`src/design/mmn_pkg.sv`:
```
`default_nettype none

package mmn_pkg;

  // Result is unsigned Q1.16, 0 .. 1.0
  localparam int unsigned ScaledW  = 17;
  localparam logic [ScaledW-1:0] OneQ16  = 17'h10000;
  localparam logic [ScaledW-1:0] ZeroQ16 = 17'h00000;

  // Output beat: scaled, clipped, zero fill to whole bytes
  localparam int unsigned OutDataW = ((ScaledW + 1 + 7) / 8) * 8;

  // Divider runs one quotient bit per cycle
  localparam int unsigned QuotBits = ScaledW;
  localparam int unsigned StepCntW = $clog2(QuotBits);

  // Input tuser bit positions
  localparam int unsigned UserKindBit  = 0;
  localparam int unsigned UserFirstBit = 1;
  localparam int unsigned UserW        = 2;

  // Sample kinds
  localparam logic KindMeasure = 1'b0;
  localparam logic KindScale   = 1'b1;

  // Queue between classifier and divider
  localparam int unsigned QDepth = 2;

  // What the back end does with a queued scale item
  typedef enum logic [1:0] {
    RES_ZERO = 2'd0,  // nothing measured or flat range
    RES_LOW  = 2'd1,  // below min, saturate to 0
    RES_HIGH = 2'd2,  // above max, saturate to 1.0
    RES_DIV  = 2'd3   // in range, divide
  } res_code_e;

  localparam int unsigned CodeW = 2;

  // Queue status seen by both sides
  typedef struct packed {
    logic full;
    logic empty;
  } q_stat_t;

endpackage

`default_nettype wire

```
`src/design/mmn_front.sv`:
```
`default_nettype none

module mmn_front #(
  parameter int unsigned SAMPLE_BITS = 16
) (
  input  wire logic                         clk_i,
  input  wire logic                         rst_ni,
  input  wire logic                         valid_i,
  output logic                              ready_o,
  input  wire logic                         kind_i,
  input  wire logic                         first_i,
  input  wire logic [SAMPLE_BITS-1:0]       sample_i,
  input  wire mmn_pkg::q_stat_t             q_stat_i,
  output logic                              push_o,
  output mmn_pkg::res_code_e                code_o,
  output logic [SAMPLE_BITS-1:0]            off_o,
  output logic [SAMPLE_BITS-1:0]            span_o
);
  import mmn_pkg::*;

  logic signed [SAMPLE_BITS-1:0] low_q, low_d;
  logic signed [SAMPLE_BITS-1:0] high_q, high_d;
  logic                          have_q, have_d;
  logic signed [SAMPLE_BITS-1:0] x;
  logic signed [SAMPLE_BITS:0]   off_wide;
  logic signed [SAMPLE_BITS:0]   span_wide;
  logic                          take;

  assign x        = $signed(sample_i);
  assign ready_o  = ~q_stat_i.full;
  assign take     = valid_i & ready_o;
  assign push_o   = take & (kind_i == KindScale);

  assign off_wide  = {x[SAMPLE_BITS-1], x} - {low_q[SAMPLE_BITS-1], low_q};
  assign span_wide = {high_q[SAMPLE_BITS-1], high_q} - {low_q[SAMPLE_BITS-1], low_q};
  assign off_o     = off_wide[SAMPLE_BITS-1:0];
  assign span_o    = span_wide[SAMPLE_BITS-1:0];

  // Classify a scale sample against the current range
  always_comb begin
    priority if (!have_q || !(high_q > low_q)) begin
      code_o = RES_ZERO;
    end else if (x < low_q) begin
      code_o = RES_LOW;
    end else if (x > high_q) begin
      code_o = RES_HIGH;
    end else begin
      code_o = RES_DIV;
    end
  end

  // Track min and max over measure samples
  always_comb begin
    low_d  = low_q;
    high_d = high_q;
    have_d = have_q;
    if (take && kind_i == KindMeasure) begin
      if (first_i || !have_q) begin
        low_d  = x;
        high_d = x;
        have_d = 1'b1;
      end else begin
        if (x > high_q) high_d = x;
        if (x < low_q)  low_d  = x;
      end
    end
  end

  always_ff @(posedge clk_i or negedge rst_ni) begin
    if (!rst_ni) begin
      low_q  <= '0;
      high_q <= '0;
      have_q <= 1'b0;
    end else begin
      low_q  <= low_d;
      high_q <= high_d;
      have_q <= have_d;
    end
  end

endmodule

`default_nettype wire

```
`src/design/mmn_queue.sv`:
```
`default_nettype none

module mmn_queue #(
  parameter int unsigned WIDTH = 34
) (
  input  wire logic             clk_i,
  input  wire logic             rst_ni,
  input  wire logic             push_i,
  input  wire logic [WIDTH-1:0] wdata_i,
  input  wire logic             pop_i,
  output logic [WIDTH-1:0]      rdata_o,
  output mmn_pkg::q_stat_t      stat_o
);
  import mmn_pkg::*;

  localparam int unsigned PtrW = $clog2(QDepth);
  localparam int unsigned CntW = $clog2(QDepth + 1);

  logic [WIDTH-1:0] mem_q [QDepth];
  logic [PtrW-1:0]  wr_ptr_q, rd_ptr_q;
  logic [CntW-1:0]  cnt_q;
  logic             do_pop;

  assign stat_o.full  = (cnt_q == CntW'(QDepth));
  assign stat_o.empty = (cnt_q == '0);
  assign rdata_o      = mem_q[rd_ptr_q];
  assign do_pop       = pop_i & ~stat_o.empty;

  always_ff @(posedge clk_i) begin
    if (push_i) mem_q[wr_ptr_q] <= wdata_i;
  end

  always_ff @(posedge clk_i or negedge rst_ni) begin
    if (!rst_ni) begin
      wr_ptr_q <= '0;
      rd_ptr_q <= '0;
      cnt_q    <= '0;
    end else begin
      if (push_i) wr_ptr_q <= (wr_ptr_q == PtrW'(QDepth - 1)) ? '0 : wr_ptr_q + 1'b1;
      if (do_pop) rd_ptr_q <= (rd_ptr_q == PtrW'(QDepth - 1)) ? '0 : rd_ptr_q + 1'b1;
      unique case ({push_i, do_pop})
        2'b10:   cnt_q <= cnt_q + 1'b1;
        2'b01:   cnt_q <= cnt_q - 1'b1;
        default: cnt_q <= cnt_q;
      endcase
    end
  end

  a_no_push_full: assert property (@(posedge clk_i) disable iff (!rst_ni)
    push_i |-> !stat_o.full)
    else $error("push into full queue");

endmodule

`default_nettype wire

```
`src/design/mmn_back.sv`:
```
`default_nettype none

module mmn_back #(
  parameter int unsigned SAMPLE_BITS = 16
) (
  input  wire logic                       clk_i,
  input  wire logic                       rst_ni,
  input  wire mmn_pkg::q_stat_t           q_stat_i,
  input  wire mmn_pkg::res_code_e         code_i,
  input  wire logic [SAMPLE_BITS-1:0]     off_i,
  input  wire logic [SAMPLE_BITS-1:0]     span_i,
  output logic                            pop_o,
  output logic                            valid_o,
  input  wire logic                       ready_i,
  output logic [mmn_pkg::ScaledW-1:0]     scaled_o,
  output logic                            clipped_o
);
  import mmn_pkg::*;

  typedef enum logic [1:0] {
    ST_IDLE,
    ST_RUN,
    ST_DONE
  } state_e;

  state_e                 state_q;
  logic [StepCntW-1:0]    cnt_q;
  logic [SAMPLE_BITS:0]   rem_q;
  logic [SAMPLE_BITS-1:0] span_q;
  logic [ScaledW-1:0]     quo_q;
  logic                   clip_q;

  logic                   ge;
  logic [SAMPLE_BITS:0]   diff;
  logic [SAMPLE_BITS:0]   rem_sub;

  // One restoring step: compare, subtract, shift
  assign diff    = rem_q - {1'b0, span_q};
  assign ge      = (rem_q >= {1'b0, span_q});
  assign rem_sub = ge ? diff : rem_q;

  assign pop_o = (state_q == ST_IDLE) & ~q_stat_i.empty;

  always_ff @(posedge clk_i or negedge rst_ni) begin
    if (!rst_ni) begin
      state_q   <= ST_IDLE;
      cnt_q     <= '0;
      rem_q     <= '0;
      span_q    <= '0;
      quo_q     <= '0;
      clip_q    <= 1'b0;
      valid_o   <= 1'b0;
      scaled_o  <= '0;
      clipped_o <= 1'b0;
    end else begin
      if (valid_o && ready_i) valid_o <= 1'b0;
      unique case (state_q)
        ST_IDLE: begin
          if (!q_stat_i.empty) begin
            unique case (code_i)
              RES_ZERO: begin
                quo_q   <= ZeroQ16;
                clip_q  <= 1'b0;
                state_q <= ST_DONE;
              end
              RES_LOW: begin
                quo_q   <= ZeroQ16;
                clip_q  <= 1'b1;
                state_q <= ST_DONE;
              end
              RES_HIGH: begin
                quo_q   <= OneQ16;
                clip_q  <= 1'b1;
                state_q <= ST_DONE;
              end
              RES_DIV: begin
                rem_q   <= {1'b0, off_i};
                span_q  <= span_i;
                quo_q   <= '0;
                clip_q  <= 1'b0;
                cnt_q   <= '0;
                state_q <= ST_RUN;
              end
              default: state_q <= ST_IDLE;
            endcase
          end
        end
        ST_RUN: begin
          rem_q <= {rem_sub[SAMPLE_BITS-1:0], 1'b0};
          quo_q <= {quo_q[ScaledW-2:0], ge};
          cnt_q <= cnt_q + 1'b1;
          if (cnt_q == StepCntW'(QuotBits - 1)) state_q <= ST_DONE;
        end
        ST_DONE: begin
          // hand over once the output register is free
          if (!valid_o || ready_i) begin
            valid_o   <= 1'b1;
            scaled_o  <= quo_q;
            clipped_o <= clip_q;
            state_q   <= ST_IDLE;
          end
        end
        default: state_q <= ST_IDLE;
      endcase
    end
  end

  a_scaled_range: assert property (@(posedge clk_i) disable iff (!rst_ni)
    valid_o |-> scaled_o <= OneQ16)
    else $error("scaled above 1.0");

  a_clip_saturates: assert property (@(posedge clk_i) disable iff (!rst_ni)
    (valid_o && clipped_o) |-> (scaled_o == ZeroQ16 || scaled_o == OneQ16))
    else $error("clipped result not saturated");

  a_rem_bound: assert property (@(posedge clk_i) disable iff (!rst_ni)
    (state_q == ST_RUN) |-> (span_q != '0 && rem_q <= {span_q, 1'b0}))
    else $error("divider remainder out of bound");

endmodule

`default_nettype wire

```
`src/design/min_max_normalizer_core.sv`:
```
// Min-max normalizer: measure beats track min/max, scale beats give (x-min)/(max-min) Q1.16.
// Scale beat in range: queued, then 17 divider steps, then held until the output register is free.
// Saturated or flat-range scale beat: queued, then handed to the output without division. Measure beats give no output.
// The one-bit-per-cycle divider takes one in-range scale beat at a time; the two-entry queue holds
// further scale beats meanwhile. Measure beats go at one per cycle while the queue has room.
// Reset (rst_ni low, asynchronous): min, max and the measured flag clear, queue and output empty.
`default_nettype none

module min_max_normalizer_core #(
  parameter int unsigned SAMPLE_BITS = 16
) (
  input  wire logic                                   clk_i,
  input  wire logic                                   rst_ni,
  // Input stream
  input  wire logic                                   s_axis_tvalid,
  output logic                                        s_axis_tready,
  // [SAMPLE_BITS-1:0] sample, zero fill above
  input  wire logic [((SAMPLE_BITS + 7) / 8) * 8-1:0] s_axis_tdata,
  // [0] kind (0 measure, 1 scale), [1] first
  input  wire logic [mmn_pkg::UserW-1:0]              s_axis_tuser,
  // Output stream
  output logic                                        m_axis_tvalid,
  input  wire logic                                   m_axis_tready,
  // [16:0] scaled (Q1.16), [17] clipped, zero fill above
  output logic [mmn_pkg::OutDataW-1:0]                m_axis_tdata
);
  import mmn_pkg::*;

  localparam int unsigned EntryW = CodeW + 2 * SAMPLE_BITS;

  q_stat_t                q_stat;
  logic                   push;
  logic                   pop;
  res_code_e              code_in;
  logic [SAMPLE_BITS-1:0] off_in, span_in;
  logic [EntryW-1:0]      q_wdata, q_rdata;
  logic [ScaledW-1:0]     scaled;
  logic                   clipped;

  // Front: accept beats, update min/max, classify scale beats
  mmn_front #(
    .SAMPLE_BITS (SAMPLE_BITS)
  ) u_front (
    .clk_i    (clk_i),
    .rst_ni   (rst_ni),
    .valid_i  (s_axis_tvalid),
    .ready_o  (s_axis_tready),
    .kind_i   (s_axis_tuser[UserKindBit]),
    .first_i  (s_axis_tuser[UserFirstBit]),
    .sample_i (s_axis_tdata[SAMPLE_BITS-1:0]),
    .q_stat_i (q_stat),
    .push_o   (push),
    .code_o   (code_in),
    .off_o    (off_in),
    .span_o   (span_in)
  );

  // Each entry carries the range snapshot taken when the beat was accepted
  assign q_wdata = {code_in, off_in, span_in};

  mmn_queue #(
    .WIDTH (EntryW)
  ) u_queue (
    .clk_i   (clk_i),
    .rst_ni  (rst_ni),
    .push_i  (push),
    .wdata_i (q_wdata),
    .pop_i   (pop),
    .rdata_o (q_rdata),
    .stat_o  (q_stat)
  );

  // Back: saturate or run the iterative divider, hold the result beat
  mmn_back #(
    .SAMPLE_BITS (SAMPLE_BITS)
  ) u_back (
    .clk_i     (clk_i),
    .rst_ni    (rst_ni),
    .q_stat_i  (q_stat),
    .code_i    (res_code_e'(q_rdata[EntryW-1 -: CodeW])),
    .off_i     (q_rdata[2*SAMPLE_BITS-1 -: SAMPLE_BITS]),
    .span_i    (q_rdata[SAMPLE_BITS-1:0]),
    .pop_o     (pop),
    .valid_o   (m_axis_tvalid),
    .ready_i   (m_axis_tready),
    .scaled_o  (scaled),
    .clipped_o (clipped)
  );

  assign m_axis_tdata = {{(OutDataW - ScaledW - 1){1'b0}}, clipped, scaled};

endmodule

`default_nettype wire
```
`config.mk`:
```
export PLATFORM = sky130hd
export DESIGN_NAME = min_max_normalizer_core
export DESIGN_NICKNAME = d
export VERILOG_FILES = /design/src/design/mmn_pkg.sv /design/src/design/mmn_front.sv /design/src/design/mmn_queue.sv /design/src/design/mmn_back.sv /design/src/design/min_max_normalizer_core.sv
export SDC_FILE = /design/constraint.sdc
export NUM_CORES = 1
export LEC_CHECK = 0
export ABC_AREA = 1
export BUFFER_PORTS_ARGS = -buffer_cell sky130_fd_sc_hd__clkbuf_2
export CORE_MARGIN = 1
export CORE_UTILIZATION = 44
export CTS_CLUSTER_SIZE = 8
export DETAILED_ROUTE_END_ITERATION = 6
export PLACE_DENSITY = 0.68
export SETUP_SLACK_MARGIN = 0.3
export SLEW_MARGIN = 40
export SYNTH_ARGS = -nofsm -noshare
export SYNTH_HDL_FRONTEND = slang
export SYNTH_SLANG_ARGS = --single-unit
export TNS_END_PERCENT = 1
```
`constraint.sdc`:
```
create_clock -name clk_i -period 7.9 [get_ports clk_i]
set_input_delay 1.58 -clock clk_i [delete_from_list [all_inputs] [get_ports clk_i]]
set_output_delay 1.58 -clock clk_i [all_outputs]
set_load 0.02 [all_outputs]
```
Yosys cells after proc, flatten, opt, wreduce, memory -nomap -nowiden
Memories as Yosys holds them, arrays and structs flattened.
Cells that the tools add are included.
{"block": "classes", "n_addsub": 8, "order_cmp": 4, "eq_ne": 13, "n_mux": 31, "bitwise_logic": 7, "reduce_logical": 28}
{"cell": "17-bit one-hot mux with 2 select lines", "n": 3}
{"cell": "16-bit 2-to-1 mux", "n": 5}
{"cell": "17-bit 2-to-1 mux", "n": 3}
{"cell": "16-bit subtractor", "n": 3}
{"cell": "16-bit greater-than comparator", "n": 2}
{"cell": "17-bit by 16-bit greater-or-equal comparator with 1-bit output", "n": 1}
{"cell": "16-bit less-than comparator", "n": 1}
{"cell": "2-bit AND reduction", "n": 6}
{"cell": "2-bit == test, second input constant", "n": 5}
{"cell": "2-bit 2-to-1 mux", "n": 5}
{"cell": "5-bit 2-to-1 mux", "n": 2}
{"cell": "5-bit one-hot mux with 2 select lines", "n": 1}
{"cell": "3-bit AND reduction", "n": 3}
{"cell": "1-bit 2-to-1 mux", "n": 8}
{"cell": "2-bit one-hot mux with 2 select lines", "n": 2}
{"cell": "2-bit nonzero test", "n": 4}
{"cell": "2-bit by 1-bit == test with 1-bit output, second input constant", "n": 3}
{"cell": "2-bit logical NOT", "n": 3}
{"cell": "2-bit one-hot mux with 3 select lines", "n": 1}
{"cell": "3-bit OR reduction", "n": 2}
{"cell": "5-bit by 1-bit adder with 5-bit output, second input constant", "n": 1}
{"cell": "5-bit == test, second input constant", "n": 1}
{"cell": "1-bit AND", "n": 4}
{"cell": "2-bit by 1-bit != test with 1-bit output, second input constant", "n": 2}
{"cell": "10 further kinds", "n": 20}
{"block": "word_totals", "regBits": 114, "ram_bits": 68, "inputBits": 22, "out_inout_bits": 26, "word_cells": 107, "mem_count": 1}
{"memory": "u_queue.mem_q", "words": 2, "word_bits": 34, "rd": 1, "rd_clocked_by_memory_dff": 0, "wr": 1, "line": "mmn_queue.sv:19", "text": "logic [WIDTH-1:0] mem_q [QDepth];"}

Longest topological paths before layout
{"block": "logic_depth", "ltp_word": 6, "mapped_depth": 18}

Cells and area by module
Synthesis repeated with hierarchy kept, for this count alone.
{"block": "unflattened", "cells_unflattened": 1292, "hier_area_um2": 10742.8}
{"mod": "mmn_back", "n_inst": 1, "cells_per_inst": 578, "area_per_inst_um2": 4393.0, "seq_area_each_um2": 1926.8}
{"mod": "mmn_front", "n_inst": 1, "cells_per_inst": 499, "area_per_inst_um2": 3538.4, "seq_area_each_um2": 825.8}
{"mod": "mmn_queue", "n_inst": 1, "cells_per_inst": 207, "area_per_inst_um2": 2755.1, "seq_area_each_um2": 2142.1}
{"mod": "min_max_normalizer_core", "n_inst": 1, "cells_per_inst": 8, "area_per_inst_um2": 56.3, "seq_area_each_um2": 0.0}

Worst setup path after synthesis
Ideal clock, no wire load.
{"block": "synth_path", "kind": "input to register", "startpoint": "input s_axis_tuser[0] in the netlist's numbering", "endpoint": "memory u_queue.mem_q[0][0] (enable)", "t_arrival_ns": 3.195, "setup_slack_ns": 4.280, "cell_stages": 2, "n_path_buf": 0, "cell_sequence": "nand3_1 > nor2_1"}
{"block": "synth_via", "elab_chain_cells": 3}
{"item": "from (decl)", "line": "min_max_normalizer_core.sv:20", "text": "input wire logic [mmn_pkg::UserW-1:0] s_axis_tuser,"}
{"item": "1-bit AND", "line": "mmn_front.sv:32", "text": "assign push_o = take & (kind_i == KindScale);"}
{"item": "1-bit 2-to-1 mux", "line": "mmn_queue.sv:30", "text": "if (push_i) mem_q[wr_ptr_q] <= wdata_i;"}
{"item": "1-bit 2-to-1 mux (not written as such)", "line": "mmn_queue.sv:30"}
{"item": "to (decl)", "line": "mmn_queue.sv:19"}
Every way passes these cells.

Worst setup path in the final report
{"block": "layout_path", "startpoint": "input s_axis_tdata[0]", "endpoint": "register u_front.low_q[4]"}
{"block": "layout_via", "elab_chain_cells": 3}
{"item": "from (decl)", "line": "min_max_normalizer_core.sv:18", "text": "input wire logic [((SAMPLE_BITS + 7) / 8) * 8-1:0] s_axis_tdata,"}
{"item": "16-bit less-than comparator", "line": "mmn_front.sv:64", "text": "if (x < low_q) low_d = x;"}
{"item": "2-bit nonzero test (no line)"}
{"item": "2-bit AND reduction (no line)"}
{"item": "to (signal assigned)", "line": "mmn_front.sv:75", "text": "low_q <= low_d;"}
{"item": "to (decl)", "line": "mmn_front.sv:21", "text": "logic signed [SAMPLE_BITS-1:0] low_q, low_d;"}
Every way passes these cells.
A chain may end at the register's enable or synchronous reset.

==> flow_summary_export.csv <==
group,metric,value,unit
outcome,outcome,"complete, no violations",
clock_tree,cts-root-buf,"clkbuf_16",
clock_tree,cts_tree,"done",
yosys,ys_seq_area_share,47.7,%
layout,final_nets,1330,
die,rows,55,
critical_path,path_buf_inv,3,
critical_path,regToRegStartpoint,"u_back.span_q[14]",
routing,wirelength,22.2,mm
placement,postPlaceCellArea,10800,µm²
critical_path,reg2reg_depth,12,
critical_path,cpPeakStageDelay,0.41,ns
placement,dpl_worst_slack,4.02,ns
sta,setup_slack,4.52,ns
sta,fin_crit_sh,42.8,%
critical_path,worstSetupPathType,"input pin to flop",
layout,area_growth,11.0,%
yosys,postSynthAreaPerCell,8.55,µm²
layout,final_cell_mix,"290 x nand2_1, 162 x inv_1, 114 x dfrtp_1",
yosys,synth_flop_cell,"dfrtp_1",
layout,diodes,0,
grt,grt_first_pass_wirelength,37.7,mm
min_path,holdCritPathClass,"flop to flop",
yosys,syn_area,10300,µm²
sta,period_needed,3.38,ns
clock_tree,cts_resized,0,
sta,rsz0062_at_grt,"false",
routing,drc,0,
yosys,synth_edf_count,68,
critical_path,path_cells,"clkbuf_2, inv_1, ha_1, fa_1, inv_1, nand2_1, nand2_1, nand3_1, nand2_2, nand2_1, nand2_1, nand2_1, nand2_1, nand2_2, nand3_4, nand2_4, nand2_1, nand2_1",
layout,layout_commonest_cell,"nand2_1",
critical_path,cp_max_fo,17,
critical_path,r2r_end,"u_back.rem_q[16]",
sta,fin_hold_ws,0.477,ns
critical_path,worstSetupStartpointType,"input pin",
pwr,pwr-share-clk,16.8,%
critical_path,path_depth,18,
critical_path,regToRegSetupSlack,5.00,ns
layout,stdcell_area,11400,µm²
pwr,comb_power_share,52.6,%
layout,finalNonFillerCells,1562,
clock_tree,clock-sinks,182,
placement,io_buffers,41,
yosys,async_flop_share,62.6,%
critical_path,critPathArrivalTime,3.71,ns
critical_path,startpoint,"s_axis_tdata[0]",
sta,slew_headroom,53.1,%
layout,fill_cells,2148,
placement,placed_cells,1530,
sta,fmax,296,MHz
die,io_pins,48,
grt,grt_pass1_vias,7692,
pwr,swShare,45.7,%
routing,avgViaCountPerCell,5.03,
clock_tree,clock_path_buffers,2,
grt,globalRouteOverflowTotal,0,
critical_path,crit_path_top_delay_cell,"fa_1",
placement,hpwl,16.3,mm
routing,vias,7855,
layout,drive_gt1_share,9.53,%
die,die_w,155,µm
critical_path,critPathCaptureType,"flop",
sta,setup_tns,0,ns
clock_tree,cts_made_buffers,17,
sta,hold_viol_final,0,
pwr,p_switching,2.43,mW
clock_tree,post_cts_buffers,0,
clock_tree,clk_pin_slew_worst_paths,0.08,ns
clock_tree,clock_latency,0.45,ns
grt,grt_max_degree,62,
sta,setup_viol,0,
critical_path,critPathRequiredTime,8.23,ns
sta,fin_skew,0.0151,ns
routing,drtIter0Drc,486,
routing,dr.pass1.iters,5,
critical_path,endpoint,"u_front.low_q[4]",
pwr,seqPwrFrac,30.6,%
layout,fin_util,50.0,%
yosys,ys_ff_latch,182,
yosys,synthDistinctLibCells,46,
pwr,p_per_area,467,nW/µm²
die,start_util,45.0,%
pwr,ir_drop,202,µV
critical_path,path_delay_family,"simple AND/OR/NAND/NOR gates",
clock_tree,htreeDepth,4,
yosys,ys_warn_count,0,
die,die_y,155,µm
routing,wire_per_inst,14.2,µm
yosys,synthCells,1200,
clock_tree,cts_hold_buf,0,
pwr,fin_total_pwr,5.32,mW
pwr,p_int,2.89,mW
placement,place.gp.congestion,0.930,
grt,gr-usage-all-layers,19.9,%
pwr,leakagePower,5.47,nW
grt,antenna_found_initial,0,
die,dieArea,23900,µm²
critical_path,cp_common_cell,"nand2_1",
routing,ant_nets,0,
sta,maxSlewViolCount,0,
die,core,22800,µm²
sta,tightestPinTransition,0.703,ns
flow_run,maxCapViolations,0,
registers in the layout (all words and copies together) (netlist names), 2 cells and up:
signal,count
u_queue.mem_q,68
u_back.span_q,16
u_back.scaled_o,17
u_back.cnt_q,5
u_back.quo_q,17
u_front.low_q,16
u_queue.cnt_q,2
u_back.rem_q,17
u_front.high_q,16
u_back.state_q,2
metal layers:
layer  vias up  routed length, µm  GRT usage [%]
met2       133              10400           32.9
met5         -                  0              0
met4         0                321           6.41
met3        26                742           3.33
met1      3698              10700           26.8
li1       3998                  -              -
worst min-delay path by stage:
stage | start | endpoint | depth (start not counted)
4_1_cts | u_front.low_q[5] | u_front.low_q[5] | 2
6_report | u_front.low_q[5] | u_front.low_q[5] | 2
5_1_grt | u_back.scaled_o[0] | u_back.scaled_o[0] | 2
3_5_place_dp | u_front.low_q[5] | u_front.low_q[5] | 2
3_3_place_gp | u_front.low_q[5] | u_front.low_q[5] | 2
2_1_floorplan | u_front.low_q[2] | u_front.low_q[2] | 2
kinds of logic (layout without fill, tap and decap cells):
kind of cell,count (synthesis),in the layout,share of synthesized area [%]
compound gates,179,179,10.3
xor+xnor,39,39,3.33
fa+ha+maj,72,72,9.00
buf+inv,205,249,8.04
flops,182,182,47.7
mux,1,1,0.110
other cells,1,6,0.0366
simple gates,521,521,21.4
synth_stat cells, drive strengths merged (6+ instances only):
master,instances,area [µm²]
xor2,18,158
inv,164,616
a22oi,8,60.1
buf,18,123
a31oi,9,56.3
o21bai,6,45.0
nor2,97,372
a21oi,62,318
xnor2,21,184
a21boi,8,60.1
o22ai,15,93.8
o31ai,16,120
dfrtp,114,2850
nand2,313,1230
nand3,91,468
clkbuf,20,75.1
edfxtp,68,2040
ha,69,863
nand4,7,43.8
o21ai,45,225
power by group through the flow:
stage / Clock (mW) / Sequential (mW) / Combinational [mW]
after global routing: 0.944 / 1.66 / 3.20
after floorplan: 0 / 1.60 / 2.15
final: 0.895 / 1.63 / 2.80
after global placement: 0 / 1.64 / 2.74
after detailed placement: 0 / 1.64 / 2.79
after CTS: 0.906 / 1.63 / 2.81
worst min-delay path, cell delays in order, from the launching register on:
cell     delay (ns)
dfrtp_1        0.35
nand2_1        0.05
nand2_1        0.04
layout make-up:
type	instances	area, µm²	area share (%)
timing repair buffer	50	279	2.45
clock inverter	15	204	1.79
clock buffer	17	425	3.74
tap	313	392	3.44
inverter	167	627	5.50
sequential	182	4890	43.0
multi-input combinational	818	4570	40.1
Note: power is estimated with default switching activity, not from simulation.
